--- src/sv/assert_macros.svh ---
// Assertion helpers for the RTL files.
`ifndef ASSERT_MACROS_SVH
`define ASSERT_MACROS_SVH

// Same-cycle implication, disabled while reset is low.
`define ASSERT_IMPL(label, clk, rst_n, ante, cons) \
    label: assert property (@(posedge clk) disable iff (!(rst_n)) (ante) |-> (cons)) \
        else $error("same-cycle check failed");

// Next-cycle implication, disabled while reset is low.
`define ASSERT_NEXT(label, clk, rst_n, ante, cons) \
    label: assert property (@(posedge clk) disable iff (!(rst_n)) (ante) |=> (cons)) \
        else $error("next-cycle check failed");

`endif

--- src/sv/i2cm_pkg.sv ---
// ----------------------------------------------------------------------------
// i2cm_pkg
// Types and constants of the I2C master transaction block.
// ----------------------------------------------------------------------------
package i2cm_pkg;

    typedef enum logic [1:0] {
        ACT_TICK  = 2'd0,
        ACT_WRITE = 2'd1,
        ACT_READ  = 2'd2,
        ACT_RSVD  = 2'd3
    } t_action;

    typedef enum logic [4:0] {
        PH_IDLE        = 5'd0,
        PH_START2      = 5'd1,
        PH_START3      = 5'd2,
        PH_WBIT_SET    = 5'd3,
        PH_WBIT_HIGH   = 5'd4,
        PH_WBIT_LOW    = 5'd5,
        PH_ACK_HIGH    = 5'd6,
        PH_ACK_SAMPLE  = 5'd7,
        PH_RBIT_HIGH   = 5'd8,
        PH_RBIT_SAMPLE = 5'd9,
        PH_MACK_SET    = 5'd10,
        PH_MACK_HIGH   = 5'd11,
        PH_MACK_LOW    = 5'd12,
        PH_STOP1       = 5'd13,
        PH_STOP2       = 5'd14,
        PH_STOP3       = 5'd15,
        PH_DONE        = 5'd16
    } t_phase;

    localparam int unsigned BITS_PER_BYTE = 8;

    // Byte position within a transaction.
    localparam logic [1:0] BYTE_ADDR  = 2'd0;
    localparam logic [1:0] BYTE_FIRST = 2'd1;
    localparam logic [1:0] BYTE_SECOND = 2'd2;

    typedef struct packed {
        t_phase      phase;
        logic [3:0]  bit_count;
        logic [1:0]  byte_index;
        logic [7:0]  shift_byte;
        logic        is_read;
        logic [7:0]  held_data;
        logic [15:0] read_word;
        logic        nack_seen;
        logic        scl;
        logic        sda;
        logic        sda_drive;
    } t_state;

    localparam t_state C_STATE_RST = '{
        phase:      PH_IDLE,
        bit_count:  4'd0,
        byte_index: BYTE_ADDR,
        shift_byte: 8'd0,
        is_read:    1'b0,
        held_data:  8'd0,
        read_word:  16'd0,
        nack_seen:  1'b0,
        scl:        1'b1,
        sda:        1'b1,
        sda_drive:  1'b0
    };

endpackage

--- src/sv/i2cm_if.sv ---
// ----------------------------------------------------------------------------
// i2cm_in_if / i2cm_out_if
// Valid/ready channels carrying tick words in and bus status words out.
// ----------------------------------------------------------------------------
interface i2cm_in_if;
    logic       valid;
    logic       ready;
    logic [1:0] action;
    logic [6:0] target_addr;
    logic [7:0] write_data;
    logic       sda_in;

    modport source (output valid, output action, output target_addr,
                    output write_data, output sda_in, input ready);
    modport sink   (input valid, input action, input target_addr,
                    input write_data, input sda_in, output ready);
endinterface

interface i2cm_out_if;
    logic        valid;
    logic        ready;
    logic        scl;
    logic        sda_level;
    logic        sda_drive;
    logic        busy_res;
    logic        done_res;
    logic [15:0] read_word;
    logic        nack;

    modport source (output valid, output scl, output sda_level, output sda_drive,
                    output busy_res, output done_res, output read_word,
                    output nack, input ready);
    modport sink   (input valid, input scl, input sda_level, input sda_drive,
                    input busy_res, input done_res, input read_word,
                    input nack, output ready);
endinterface

--- src/sv/i2c_master_transaction_top.sv ---
// ----------------------------------------------------------------------------
// i2c_master_transaction_top
// I2C master sequencer: each input word is one bus phase tick, each output
// word shows the bus pins and status after that tick.
// ----------------------------------------------------------------------------
//  channel   dir  payload
//  i_in      in   action, target_addr, write_data, sda_in
//  o_out     out  scl, sda_level, sda_drive, busy_res, done_res, read_word, nack
//
//  One word per clock cycle sustained while o_out is not stalled; the result
//  appears in the cycle after the tick is taken, from the output register.
//  The sequencer state register is the only loop: one step per tick.
//  i_in.ready drops only while the output register is full and o_out is stalled.
//  Synchronous active-low reset returns the sequencer to idle, SCL/SDA high.
// ----------------------------------------------------------------------------
`include "assert_macros.svh"

module i2c_master_transaction_top (
    input  logic          i_clk,
    input  logic          i_rst_n,
    i2cm_in_if.sink       i_in,
    i2cm_out_if.source    o_out
);
    import i2cm_pkg::*;

    t_state r_state;
    t_state n_state;
    logic   n_done;
    logic   in_ready;
    logic   accept;

    logic        r_out_valid;
    logic        r_scl;
    logic        r_sda;
    logic        r_sda_drive;
    logic        r_busy;
    logic        r_done;
    logic [15:0] r_read_word;
    logic        r_nack;

    i2cm_step u_step (
        .i_state       (r_state),
        .i_action      (i_in.action),
        .i_target_addr (i_in.target_addr),
        .i_write_data  (i_in.write_data),
        .i_sda_in      (i_in.sda_in),
        .o_state       (n_state),
        .o_done        (n_done)
    );

    assign in_ready   = !r_out_valid || o_out.ready;
    assign accept     = i_in.valid && in_ready;
    assign i_in.ready = in_ready;

    always_ff @(posedge i_clk) begin
        if (!i_rst_n) begin
            r_state     <= C_STATE_RST;
            r_out_valid <= 1'b0;
        end else begin
            if (accept) begin
                r_state     <= n_state;
                r_out_valid <= 1'b1;
            end else if (o_out.ready) begin
                r_out_valid <= 1'b0;
            end
        end
    end

    // result word: hold until taken
    always_ff @(posedge i_clk) begin
        if (accept) begin
            r_scl       <= n_state.scl;
            r_sda       <= n_state.sda;
            r_sda_drive <= n_state.sda_drive;
            r_busy      <= (n_state.phase != PH_IDLE);
            r_done      <= n_done;
            r_read_word <= n_state.read_word;
            r_nack      <= n_state.nack_seen;
        end
    end

    assign o_out.valid     = r_out_valid;
    assign o_out.scl       = r_scl;
    assign o_out.sda_level = r_sda;
    assign o_out.sda_drive = r_sda_drive;
    assign o_out.busy_res  = r_busy;
    assign o_out.done_res  = r_done;
    assign o_out.read_word = r_read_word;
    assign o_out.nack      = r_nack;

    `ASSERT_IMPL(a_idle_bus_high, i_clk, i_rst_n, r_state.phase == PH_IDLE, r_state.scl && r_state.sda)
    `ASSERT_IMPL(a_done_not_busy, i_clk, i_rst_n, r_out_valid && r_done, !r_busy)
    `ASSERT_IMPL(a_bit_count_range, i_clk, i_rst_n, 1'b1, r_state.bit_count <= 4'(BITS_PER_BYTE))
    `ASSERT_NEXT(a_done_to_idle, i_clk, i_rst_n, accept && r_state.phase == PH_DONE, r_state.phase == PH_IDLE)

endmodule

--- src/sv/i2cm_step.sv ---
// ----------------------------------------------------------------------------
// i2cm_step
// Next-state logic of the bus sequencer: one phase tick per call.
// ----------------------------------------------------------------------------
module i2cm_step (
    input  i2cm_pkg::t_state i_state,
    input  logic [1:0]       i_action,
    input  logic [6:0]       i_target_addr,
    input  logic [7:0]       i_write_data,
    input  logic             i_sda_in,
    output i2cm_pkg::t_state o_state,
    output logic             o_done
);
    import i2cm_pkg::*;

    logic [3:0] bit_inc;
    logic       byte_end;

    assign bit_inc  = i_state.bit_count + 4'd1;
    assign byte_end = (bit_inc >= 4'(BITS_PER_BYTE));

    always_comb begin
        o_state = i_state;
        o_done  = 1'b0;
        unique case (i_state.phase)
            PH_IDLE: begin
                if (i_action == ACT_WRITE || i_action == ACT_READ) begin
                    o_state.is_read    = (i_action == ACT_READ);
                    o_state.shift_byte = {i_target_addr, (i_action == ACT_READ)};
                    o_state.held_data  = i_write_data;
                    o_state.byte_index = BYTE_ADDR;
                    o_state.bit_count  = 4'd0;
                    o_state.nack_seen  = 1'b0;
                    o_state.read_word  = 16'd0;
                    o_state.sda_drive  = 1'b1;
                    o_state.sda        = 1'b1;
                    o_state.scl        = 1'b1;
                    o_state.phase      = PH_START2;
                end
            end
            PH_START2: begin
                o_state.sda   = 1'b0;
                o_state.phase = PH_START3;
            end
            PH_START3: begin
                o_state.scl       = 1'b0;
                o_state.bit_count = 4'd0;
                o_state.phase     = PH_WBIT_SET;
            end
            PH_WBIT_SET: begin
                o_state.sda_drive = 1'b1;
                o_state.sda       = i_state.shift_byte[7];
                o_state.phase     = PH_WBIT_HIGH;
            end
            PH_WBIT_HIGH: begin
                o_state.scl   = 1'b1;
                o_state.phase = PH_WBIT_LOW;
            end
            PH_WBIT_LOW: begin
                o_state.scl        = 1'b0;
                o_state.shift_byte = {i_state.shift_byte[6:0], 1'b0};
                o_state.bit_count  = bit_inc;
                o_state.phase      = byte_end ? PH_ACK_HIGH : PH_WBIT_SET;
            end
            PH_ACK_HIGH: begin
                o_state.sda_drive = 1'b0;
                o_state.scl       = 1'b1;
                o_state.phase     = PH_ACK_SAMPLE;
            end
            PH_ACK_SAMPLE: begin
                o_state.nack_seen = i_state.nack_seen | i_sda_in;
                o_state.scl       = 1'b0;
                o_state.bit_count = 4'd0;
                if (i_state.byte_index == BYTE_ADDR) begin
                    o_state.byte_index = BYTE_FIRST;
                    if (i_state.is_read) begin
                        o_state.shift_byte = 8'd0;
                        o_state.phase      = PH_RBIT_HIGH;
                    end else begin
                        o_state.shift_byte = i_state.held_data;
                        o_state.phase      = PH_WBIT_SET;
                    end
                end else begin
                    o_state.phase = PH_STOP1;
                end
            end
            PH_RBIT_HIGH: begin
                o_state.sda_drive = 1'b0;
                o_state.scl       = 1'b1;
                o_state.phase     = PH_RBIT_SAMPLE;
            end
            PH_RBIT_SAMPLE: begin
                o_state.shift_byte = {i_state.shift_byte[6:0], i_sda_in};
                o_state.scl        = 1'b0;
                o_state.bit_count  = bit_inc;
                o_state.phase      = byte_end ? PH_MACK_SET : PH_RBIT_HIGH;
            end
            PH_MACK_SET: begin
                o_state.sda_drive = 1'b1;
                // ack the first byte, nack the last
                if (i_state.byte_index == BYTE_FIRST) begin
                    o_state.read_word = {i_state.shift_byte, 8'd0};
                    o_state.sda       = 1'b0;
                end else begin
                    o_state.read_word = {i_state.read_word[15:8], i_state.shift_byte};
                    o_state.sda       = 1'b1;
                end
                o_state.phase = PH_MACK_HIGH;
            end
            PH_MACK_HIGH: begin
                o_state.scl   = 1'b1;
                o_state.phase = PH_MACK_LOW;
            end
            PH_MACK_LOW: begin
                o_state.scl = 1'b0;
                if (i_state.byte_index == BYTE_FIRST) begin
                    o_state.byte_index = BYTE_SECOND;
                    o_state.shift_byte = 8'd0;
                    o_state.bit_count  = 4'd0;
                    o_state.phase      = PH_RBIT_HIGH;
                end else begin
                    o_state.phase = PH_STOP1;
                end
            end
            PH_STOP1: begin
                o_state.sda_drive = 1'b1;
                o_state.scl       = 1'b0;
                o_state.sda       = 1'b0;
                o_state.phase     = PH_STOP2;
            end
            PH_STOP2: begin
                o_state.scl   = 1'b1;
                o_state.phase = PH_STOP3;
            end
            PH_STOP3: begin
                o_state.sda   = 1'b1;
                o_state.phase = PH_DONE;
            end
            PH_DONE: begin
                o_done        = 1'b1;
                o_state.phase = PH_IDLE;
            end
            default: begin
                o_state.phase = PH_IDLE;
            end
        endcase
    end

endmodule

--- src/flat_wrapper.sv ---
// flat-port wrapper written by rule: the top's interface ports become plain ports
module i2c_master_transaction_top_flat import i2cm_pkg::*;
  (i_clk, i_rst_n, i_in_valid, i_in_action, i_in_target_addr, i_in_write_data, i_in_sda_in, i_in_ready, o_out_valid, o_out_scl, o_out_sda_level, o_out_sda_drive, o_out_busy_res, o_out_done_res, o_out_read_word, o_out_nack, o_out_ready);
  i2cm_in_if i_in_i ();
  i2cm_out_if o_out_i ();
  input  logic i_clk;
  input  logic i_rst_n;
  input wire logic [$bits(i_in_i.valid)-1:0] i_in_valid;
  input wire logic [$bits(i_in_i.action)-1:0] i_in_action;
  input wire logic [$bits(i_in_i.target_addr)-1:0] i_in_target_addr;
  input wire logic [$bits(i_in_i.write_data)-1:0] i_in_write_data;
  input wire logic [$bits(i_in_i.sda_in)-1:0] i_in_sda_in;
  output wire logic [$bits(i_in_i.ready)-1:0] i_in_ready;
  output wire logic [$bits(o_out_i.valid)-1:0] o_out_valid;
  output wire logic [$bits(o_out_i.scl)-1:0] o_out_scl;
  output wire logic [$bits(o_out_i.sda_level)-1:0] o_out_sda_level;
  output wire logic [$bits(o_out_i.sda_drive)-1:0] o_out_sda_drive;
  output wire logic [$bits(o_out_i.busy_res)-1:0] o_out_busy_res;
  output wire logic [$bits(o_out_i.done_res)-1:0] o_out_done_res;
  output wire logic [$bits(o_out_i.read_word)-1:0] o_out_read_word;
  output wire logic [$bits(o_out_i.nack)-1:0] o_out_nack;
  input wire logic [$bits(o_out_i.ready)-1:0] o_out_ready;
  assign i_in_i.valid = i_in_valid;
  assign i_in_i.action = i_in_action;
  assign i_in_i.target_addr = i_in_target_addr;
  assign i_in_i.write_data = i_in_write_data;
  assign i_in_i.sda_in = i_in_sda_in;
  assign i_in_ready = i_in_i.ready;
  assign o_out_valid = o_out_i.valid;
  assign o_out_scl = o_out_i.scl;
  assign o_out_sda_level = o_out_i.sda_level;
  assign o_out_sda_drive = o_out_i.sda_drive;
  assign o_out_busy_res = o_out_i.busy_res;
  assign o_out_done_res = o_out_i.done_res;
  assign o_out_read_word = o_out_i.read_word;
  assign o_out_nack = o_out_i.nack;
  assign o_out_i.ready = o_out_ready;
  i2c_master_transaction_top u_core (.i_clk(i_clk), .i_rst_n(i_rst_n), .i_in(i_in_i), .o_out(o_out_i));
endmodule
--- config.mk ---
export PLATFORM = sky130hd
export DESIGN_NAME = i2c_master_transaction_top_flat
export DESIGN_NICKNAME = d
export VERILOG_FILES = /design/src/sv/i2cm_pkg.sv /design/src/sv/i2cm_if.sv /design/src/sv/i2c_master_transaction_top.sv /design/src/sv/i2cm_step.sv /design/src/flat_wrapper.sv
export VERILOG_INCLUDE_DIRS = /design/src /design/src/sv
export SDC_FILE = /design/constraint.sdc
export NUM_CORES = 1
export LEC_CHECK = 0
export BUFFER_PORTS_ARGS = -buffer_cell sky130_fd_sc_hd__buf_4
export CORE_AREA = 2 2 89 91
export DETAILED_ROUTE_END_ITERATION = 12
export DIE_AREA = 0 0 91 93
export HOLD_SLACK_MARGIN = 0.03
export PLACE_DENSITY = 0.76
export SYNTH_ARGS = -nofsm -noshare
export SYNTH_HDL_FRONTEND = slang
export SYNTH_HIERARCHICAL = 1
export SYNTH_SLANG_ARGS = --single-unit
--- constraint.sdc ---
create_clock -name i_clk -period 1.7 [get_ports i_clk]
set_clock_uncertainty 0.15 [all_clocks]
set_input_delay 0.085 -clock i_clk [delete_from_list [all_inputs] [get_ports i_clk]]
set_output_delay 0.085 -clock i_clk [all_outputs]
set_load 0.03 [all_outputs]
==> results of run 1 <==
==> state kept, by name, indices dropped and copies added (netlist names) <==
name and cells:
u_core/o_out.valid 1, u_core/o_out.sda_drive 1, u_core/o_out.sda_level 1, u_core/r_state 48
u_core/o_out.nack 1, u_core/o_out.done_res 1, u_core/o_out.read_word 16, u_core/o_out.scl 1
u_core/o_out.busy_res 1
==> cell families after synthesis <==
kind of cell / count (synthesis) / synth area share
adder cells (fa/ha/maj): 2 / 0.00649
buffers and inverters: 39 / 0.0571
flip-flops: 71 / 0.426
multiplexers: 57 / 0.152
AO/OA/AOI/OAI: 79 / 0.153
AND/OR/NAND/NOR: 163 / 0.201
XOR/XNOR: 2 / 0.00455
==> path summary, 6_finish.rpt <==
kind,startpoint,depth (start not counted),end,slack (ns)
worst max-delay path,u_core/r_state[45],8,u_core/r_state[35],-0.22
worst min register to register,u_core/r_state[0],2,u_core/r_state[0],0.31
worst max register to register,u_core/r_state[45],8,u_core/r_state[35],-0.22
worst min-delay path,i_in_target_addr[3],5,u_core/r_state[33],0.06
==> final cells by class <==
cell class,count,area share
tap,102,0.0240
sequential,71,0.312
clock inverter,7,0.0115
timing repair buffer,130,0.209
inverter,7,0.00564
multi-input combinational,303,0.415
clock buffer,9,0.0233
==> per-layer routing <==
metal	global-route usage	wire [µm]
met3	0.0403	522
met5	0	0
met4	0.0732	88
met2	0.414	4970
met1	0.325	4560
==> per-stage QoR <==
step                utilization  setup TNS (ns)  power (W)
detailed placement        0.633           -9.51    0.00270
floorplan                     -           -2.40    0.00241
global placement          0.633           -8.40    0.00269
finish                    0.707           -6.53    0.00406
CTS                       0.693           -5.23    0.00404
global route              0.707          -10.10    0.00421
==> power groups by stage <==
stage / Clock, W / Combinational (W) / Sequential [W]
5_1_grt: 0.00138 / 0.000947 / 0.00188
3_3_place_gp: 0 / 0.000777 / 0.00191
4_1_cts: 0.00131 / 0.000861 / 0.00187
6_report: 0.00130 / 0.000888 / 0.00187
3_5_place_dp: 0 / 0.000784 / 0.00191
2_1_floorplan: 0 / 0.000458 / 0.00195
==> worst max-delay path: cells and delay by family (launching register included) <==
| kind | cells | cell delay (ns) |
|---|---|---|
| buffers and inverters | 1 | 0.13 |
| muxes | 1 | 0.06 |
| AOI/OAI and AO/OA | 2 | 0.53 |
| DFF | 1 | 0.37 |
| and+or+nand+nor | 4 | 0.58 |
==> repair_timing <==
action,4_1_cts,5_1_grt
pin swaps,18,13
gates cloned,0,1
hold buffers,12,0
buffers inserted,5,1
hold endpoints to repair,12,0
setup endpoints to repair,58,62
gates resized for setup,26,24
==> layout by cell type, fill, tap and decap left out, types with 5 or more instances in the layout <==
cell type / n
mux2i_1: 46
a21oi_1: 10
dfxtp_1: 43
edfxtp_1: 22
buf_12: 7
nand3_1: 6
inv_1: 6
dlygate4sd3_1: 12
nand2_1: 101
o21ai_0: 8
mux2_2: 5
a221o_1: 8
o211ai_1: 5
clkbuf_8: 9
mux2_4: 6
nor2_1: 11
nand3_2: 5
a22o_1: 26
buf_6: 5
buf_4: 106
==> results by group, run 1 <==
Yosys
  • Area leader, netlist: dfxtp_1
  • Post-synth EDFFs: 22
  • Most instantiated library cell after synthesis: nand2_1
  • Synthesized flop and latch total: 71
  • Asr flop ratio synth: 0
  • Area contributors post-synth: dfxtp_1 25%, edfxtp_1 17%, mux2i_1 12%, nand2_1 9.9%, a22o_1 5.9%
  • Yosys cell types: 52
  • Post-Syn Nets: 437
  • Most used flip-flop cell after synthesis: dfxtp_1
  • Sequential area share after synthesis: 0.426
  • Yosys top cell area share: 0.255
  • Mapped Cells: 413
  • Synth warn: 6
  • Avg Inst Size Synth: 9.33 µm²
  • Top cells by count, synth: 102 x nand2_1, 49 x dfxtp_1, 46 x mux2i_1
  • Synthesized area: 0.00385 mm²

Cells and area
  • # fillers: 583
  • P&R area growth vs syn: 38.1%
  • Share of cells above drive strength 1: 0.374
  • Sequential Area: 0.00166 mm²
  • Cell Count, Final, Fillers Out: 629
  • Design area: 0.00532 mm²
  • Final #Nets: 546
  • Ant. Diodes: 0
  • Multi-input gate area: 0.00221 mm²

Detailed routing
  • Starting DRC count in detailed routing: 249
  • Wire per inst: 16.1 µm
  • # DRC: 0
  • Post-route ant nets: 0
  • Via/cell ratio: 5.50
  • Vias post-DR: 3460
  • Drt pass-1 iters: 5
  • Routed WL: 10100 µm

Worst setup path
  • Critical path class: flip-flop to flip-flop
  • Worst path max stage delay: 0.38 ns
  • Worst setup SP type: flip-flop
  • Crit path capture type: flip-flop
  • Worst-path maximum fanout: 8
  • Worst path cell trace: buf_6 > nor3_4 > nand2b_4 > a22o_4 > nand4_4 > a221o_1 > nand2_1 > mux2i_1
  • CP max stage cell: a221o_1
  • WP data required: 1.80 ns
  • Worst endpoint data arrival time: 2.01 ns

Clock tree
  • Sink Count: 71
  • CTS Buffer Depth: 2
  • CTS tree: built
  • Skew-Pair Late Insertion Delay: 0.35 ns
  • H-tree depth: 3
  • CTS clk-pin slew, worst paths: 0.09 ns
  • Root Buffer: clkbuf_8
  • CTS Buf Count: 9

Min path
  • Min-Delay Path Class: input pin to flip-flop

Power and ir drop
  • Clk pwr share: 0.321
  • Logic pwr share: 0.219
  • Sw Share: 0.306
  • Int Pwr: 0.00282 W
  • VDD IR max: 0.000353 V
  • PwrDens: 763 mW/mm²
  • Leak Pwr: 2.21 nW
  • NetSw: 0.00124 W
  • Reg power frac: 0.460

STA
  • Setup ws final: -0.216 ns
  • Fmax: 522 MHz
  • Fin. max-slew vios: 0
  • Relative slew slack: 0.754
  • Hold slack final: 0.0595 ns
  • Unrepaired setup endpoints after global routing: yes
  • Final hold violations: 0
  • Final setup violating endpoints: 53
  • Worst-Margin Slew: 0.369 ns
  • Minimum clock period: 1.92 ns
  • Final period util: 1.13

Placement
  • Dpl cells: 594
  • Placed Area: 0.00477 mm²
  • DP Wirelength: 6810 µm
  • Worst slack, placed: -0.272 ns
  • Port Buffers: 45
  • Routability cong.: 1.03

Global route
  • Grt ovf: 0
  • All-layer global routing usage: 0.245
  • Vias in the first global route: 3340
  • First-pass GRT wire length: 16500 µm
  • Initial antenna violation count: 0
  • Largest net degree at the start of global routing: 96

Floorplan
  • Die H: 93 µm
  • I/O pin count: 46
  • Initial core utilization: 0.512
  • Core area: 0.00753 mm²
  • Die ar.: 0.00846 mm²
  • Die width: 91 µm
  • Num rows: 32

Status
  • Failing checks: negative setup slack
  • Status: finished, violations left

Job
  • # Max-Cap Violations: 0
No activity file was read; power rests on OpenSTA's default activity.
==> run 2: changes to the inputs <==
Settings changed: CORE_AREA 2 2 89 91 to 2 2 85 87, DIE_AREA 0 0 91 93 to 0 0 87 89, PLACE_DENSITY 0.76 to 0.79.
Clock period 1.7 ns to 2.2 ns, I/O delays scaled along.
==> run 2 against run 1 <==
The flow now finishes without violations; cell count down 10%; sequential power down 22%; clock power down 28%; first-iteration DRC count down 9.2%; power down 28%; clock-buffer cell count up 1; global-route usage down 0.54 points; routed wire length down 12%; highest routed layer unchanged.
==> results by group, run 2 (synthesized netlist as in run 1, its figures left out) <==
Cells and area
  • Share of cells above drive strength 1: 0.246
  • Largest register by flop count: u_core/r_state
  • Most frequent cells in the layout: 102 x nand2_1, 71 x buf_4, 46 x mux2i_1, 46 x dfxtp_1, 26 x a22o_1
  • Sequential Area: 0.00165 mm²
  • P&R area growth vs syn: 21.0%
  • Final #Nets: 502
  • Multi-input gate area: 0.00199 mm²
  • Commonest non-fill, non-tap cell in the layout: nand2_1
  • Design area: 0.00466 mm²
  • # fillers: 529
  • Ant. Diodes: 0
  • Max reg flops: 48

Power and ir drop
  • NetSw: 0.000859 W
  • Logic pwr share: 0.188
  • Clk pwr share: 0.319
  • Leak Pwr: 1.91 nW
  • PwrDens: 630 mW/mm²
  • Reg power frac: 0.493
  • Int Pwr: 0.00208 W
  • VDD IR max: 0.000415 V
  • Sw Share: 0.293

Job
  • # Max-Cap Violations: 0

Clock tree
  • Post-CTS Setup Bufs: 0
  • H-tree depth: 3
  • Root Buffer: clkbuf_8
  • CTS Buffer Depth: 2
  • Skew-Pair Late Insertion Delay: 0.35 ns
  • CTS clk-pin slew, worst paths: 0.08 ns
  • CTS Buf Count: 9
  • Sink Count: 71
  • CTS tree: built

Global route
  • Initial antenna violation count: 0
  • All-layer global routing usage: 0.240
  • Vias in the first global route: 3029
  • First-pass GRT wire length: 14400 µm
  • Largest net degree at the start of global routing: 54
  • Grt ovf: 0

Worst setup path
  • Worst path max stage delay: 0.42 ns
  • Worst endpoint data arrival time: 2.13 ns
  • Crit path capture type: flip-flop
  • WP data required: 2.28 ns
  • Worst-path maximum fanout: 11
  • Critical path class: flip-flop to flip-flop
  • WP buf/inv: 1
  • Worst setup SP type: flip-flop
  • Worst path cell trace: buf_12 > nor2_1 > a22o_2 > nand4_4 > a221o_1 > nand2_1 > mux2i_1
  • CP max stage cell: dfxtp_1
  • R2R Setup Slk: 0.15 ns
  • Crit-path leading delay family: compound AO/OA/AOI/OAI gates

Placement
  • Worst slack, placed: 0.114 ns
  • Port Buffers: 45
  • Routability cong.: 0.921
  • Placed Area: 0.00437 mm²
  • DP Wirelength: 6090 µm

Floorplan
  • Die H: 89 µm
  • I/O pin count: 46
  • Initial core utilization: 0.574
  • Num rows: 30
  • Die ar.: 0.00774 mm²
  • Die width: 87 µm
  • Core area: 0.00672 mm²

STA
  • Final TNS setup: 0 ns
  • Setup ws final: 0.153 ns
  • Fin. max-slew vios: 0
  • Fmax: 488 MHz
  • Final hold violations: 0
  • Minimum clock period: 2.05 ns
  • Relative slew slack: 0.589
  • Final setup violating endpoints: 0
  • Worst-Margin Slew: 0.615 ns
  • Final period util: 0.931
  • Unrepaired setup endpoints after global routing: no

Detailed routing
  • Routed WL: 8880 µm
  • # DRC: 0
  • Wire per inst: 15.8 µm
  • Via/cell ratio: 5.81
  • Post-route ant nets: 0
  • Drt pass-1 iters: 5
  • Vias post-DR: 3272
  • Starting DRC count in detailed routing: 226

Min path
  • Min-Delay Path Class: input pin to flip-flop

Status
  • Status: finished, final reports clean
[run 2: layout make-up]
class / instances / share of cell area
Clock buffer: 10 / 0.0274
Clock inverter: 6 / 0.00966
Inverter: 7 / 0.00564
Timing Repair Buffer: 86 / 0.155
Tap cell: 80 / 0.0215
Sequential cell: 71 / 0.353
Multi-Input combinational cell: 303 / 0.428
[run 2: path summary, 6_finish.rpt]
path	from	to	depth (start not counted)
setup / recovery	u_core/r_state[43]	u_core/r_state[34]	7
hold reg to reg	u_core/r_state[7]	u_core/r_state[7]	2
hold / removal	i_rst_n	u_core/r_state[17]	3
setup reg to reg	u_core/r_state[43]	u_core/r_state[34]	7
[run 2: metal layers]
layer,track usage,share of wire
met5,0,0
met4,0.105,0.022
met3,0.0499,0.051
met2,0.378,0.46
met1,0.319,0.46
[run 2: repair_timing]
| item | 4_1_cts | 5_1_grt |
|---|---|---|
| gates resized for setup | 0 | 4 |
| setup endpoints to repair | 0 | 17 |
| hold buffers | 11 | 0 |
| hold endpoints to repair | 11 | 0 |
[run 2: metrics by stage]
stage / std cells / total power (W) / util / hold WS (ns)
global placement: 536 / 0.00200 / 0.651 / 0.245
floorplan: 413 / 0.00184 / - / 0.0988
detailed placement: 536 / 0.00201 / 0.651 / 0.246
finish: 563 / 0.00294 / 0.694 / 0.0648
CTS: 563 / 0.00295 / 0.693 / 0.0514
global route: 563 / 0.00306 / 0.694 / 0.0740
[run 2: worst min-delay path: cells and delay by family]
kind          cells  cell delay [ns]
mux               1             0.05
simple gates      1             0.11
buf+inv           1             0.24
[run 2: power by group through the flow]
stage	logic, W	clock network, W	registers (W)
CTS	0.000548	0.000957	0.00145
global route	0.000593	0.00101	0.00145
floorplan	0.000335	0	0.00151
finish	0.000553	0.000936	0.00145
global placement	0.000523	0	0.00147
detailed placement	0.000529	0	0.00148
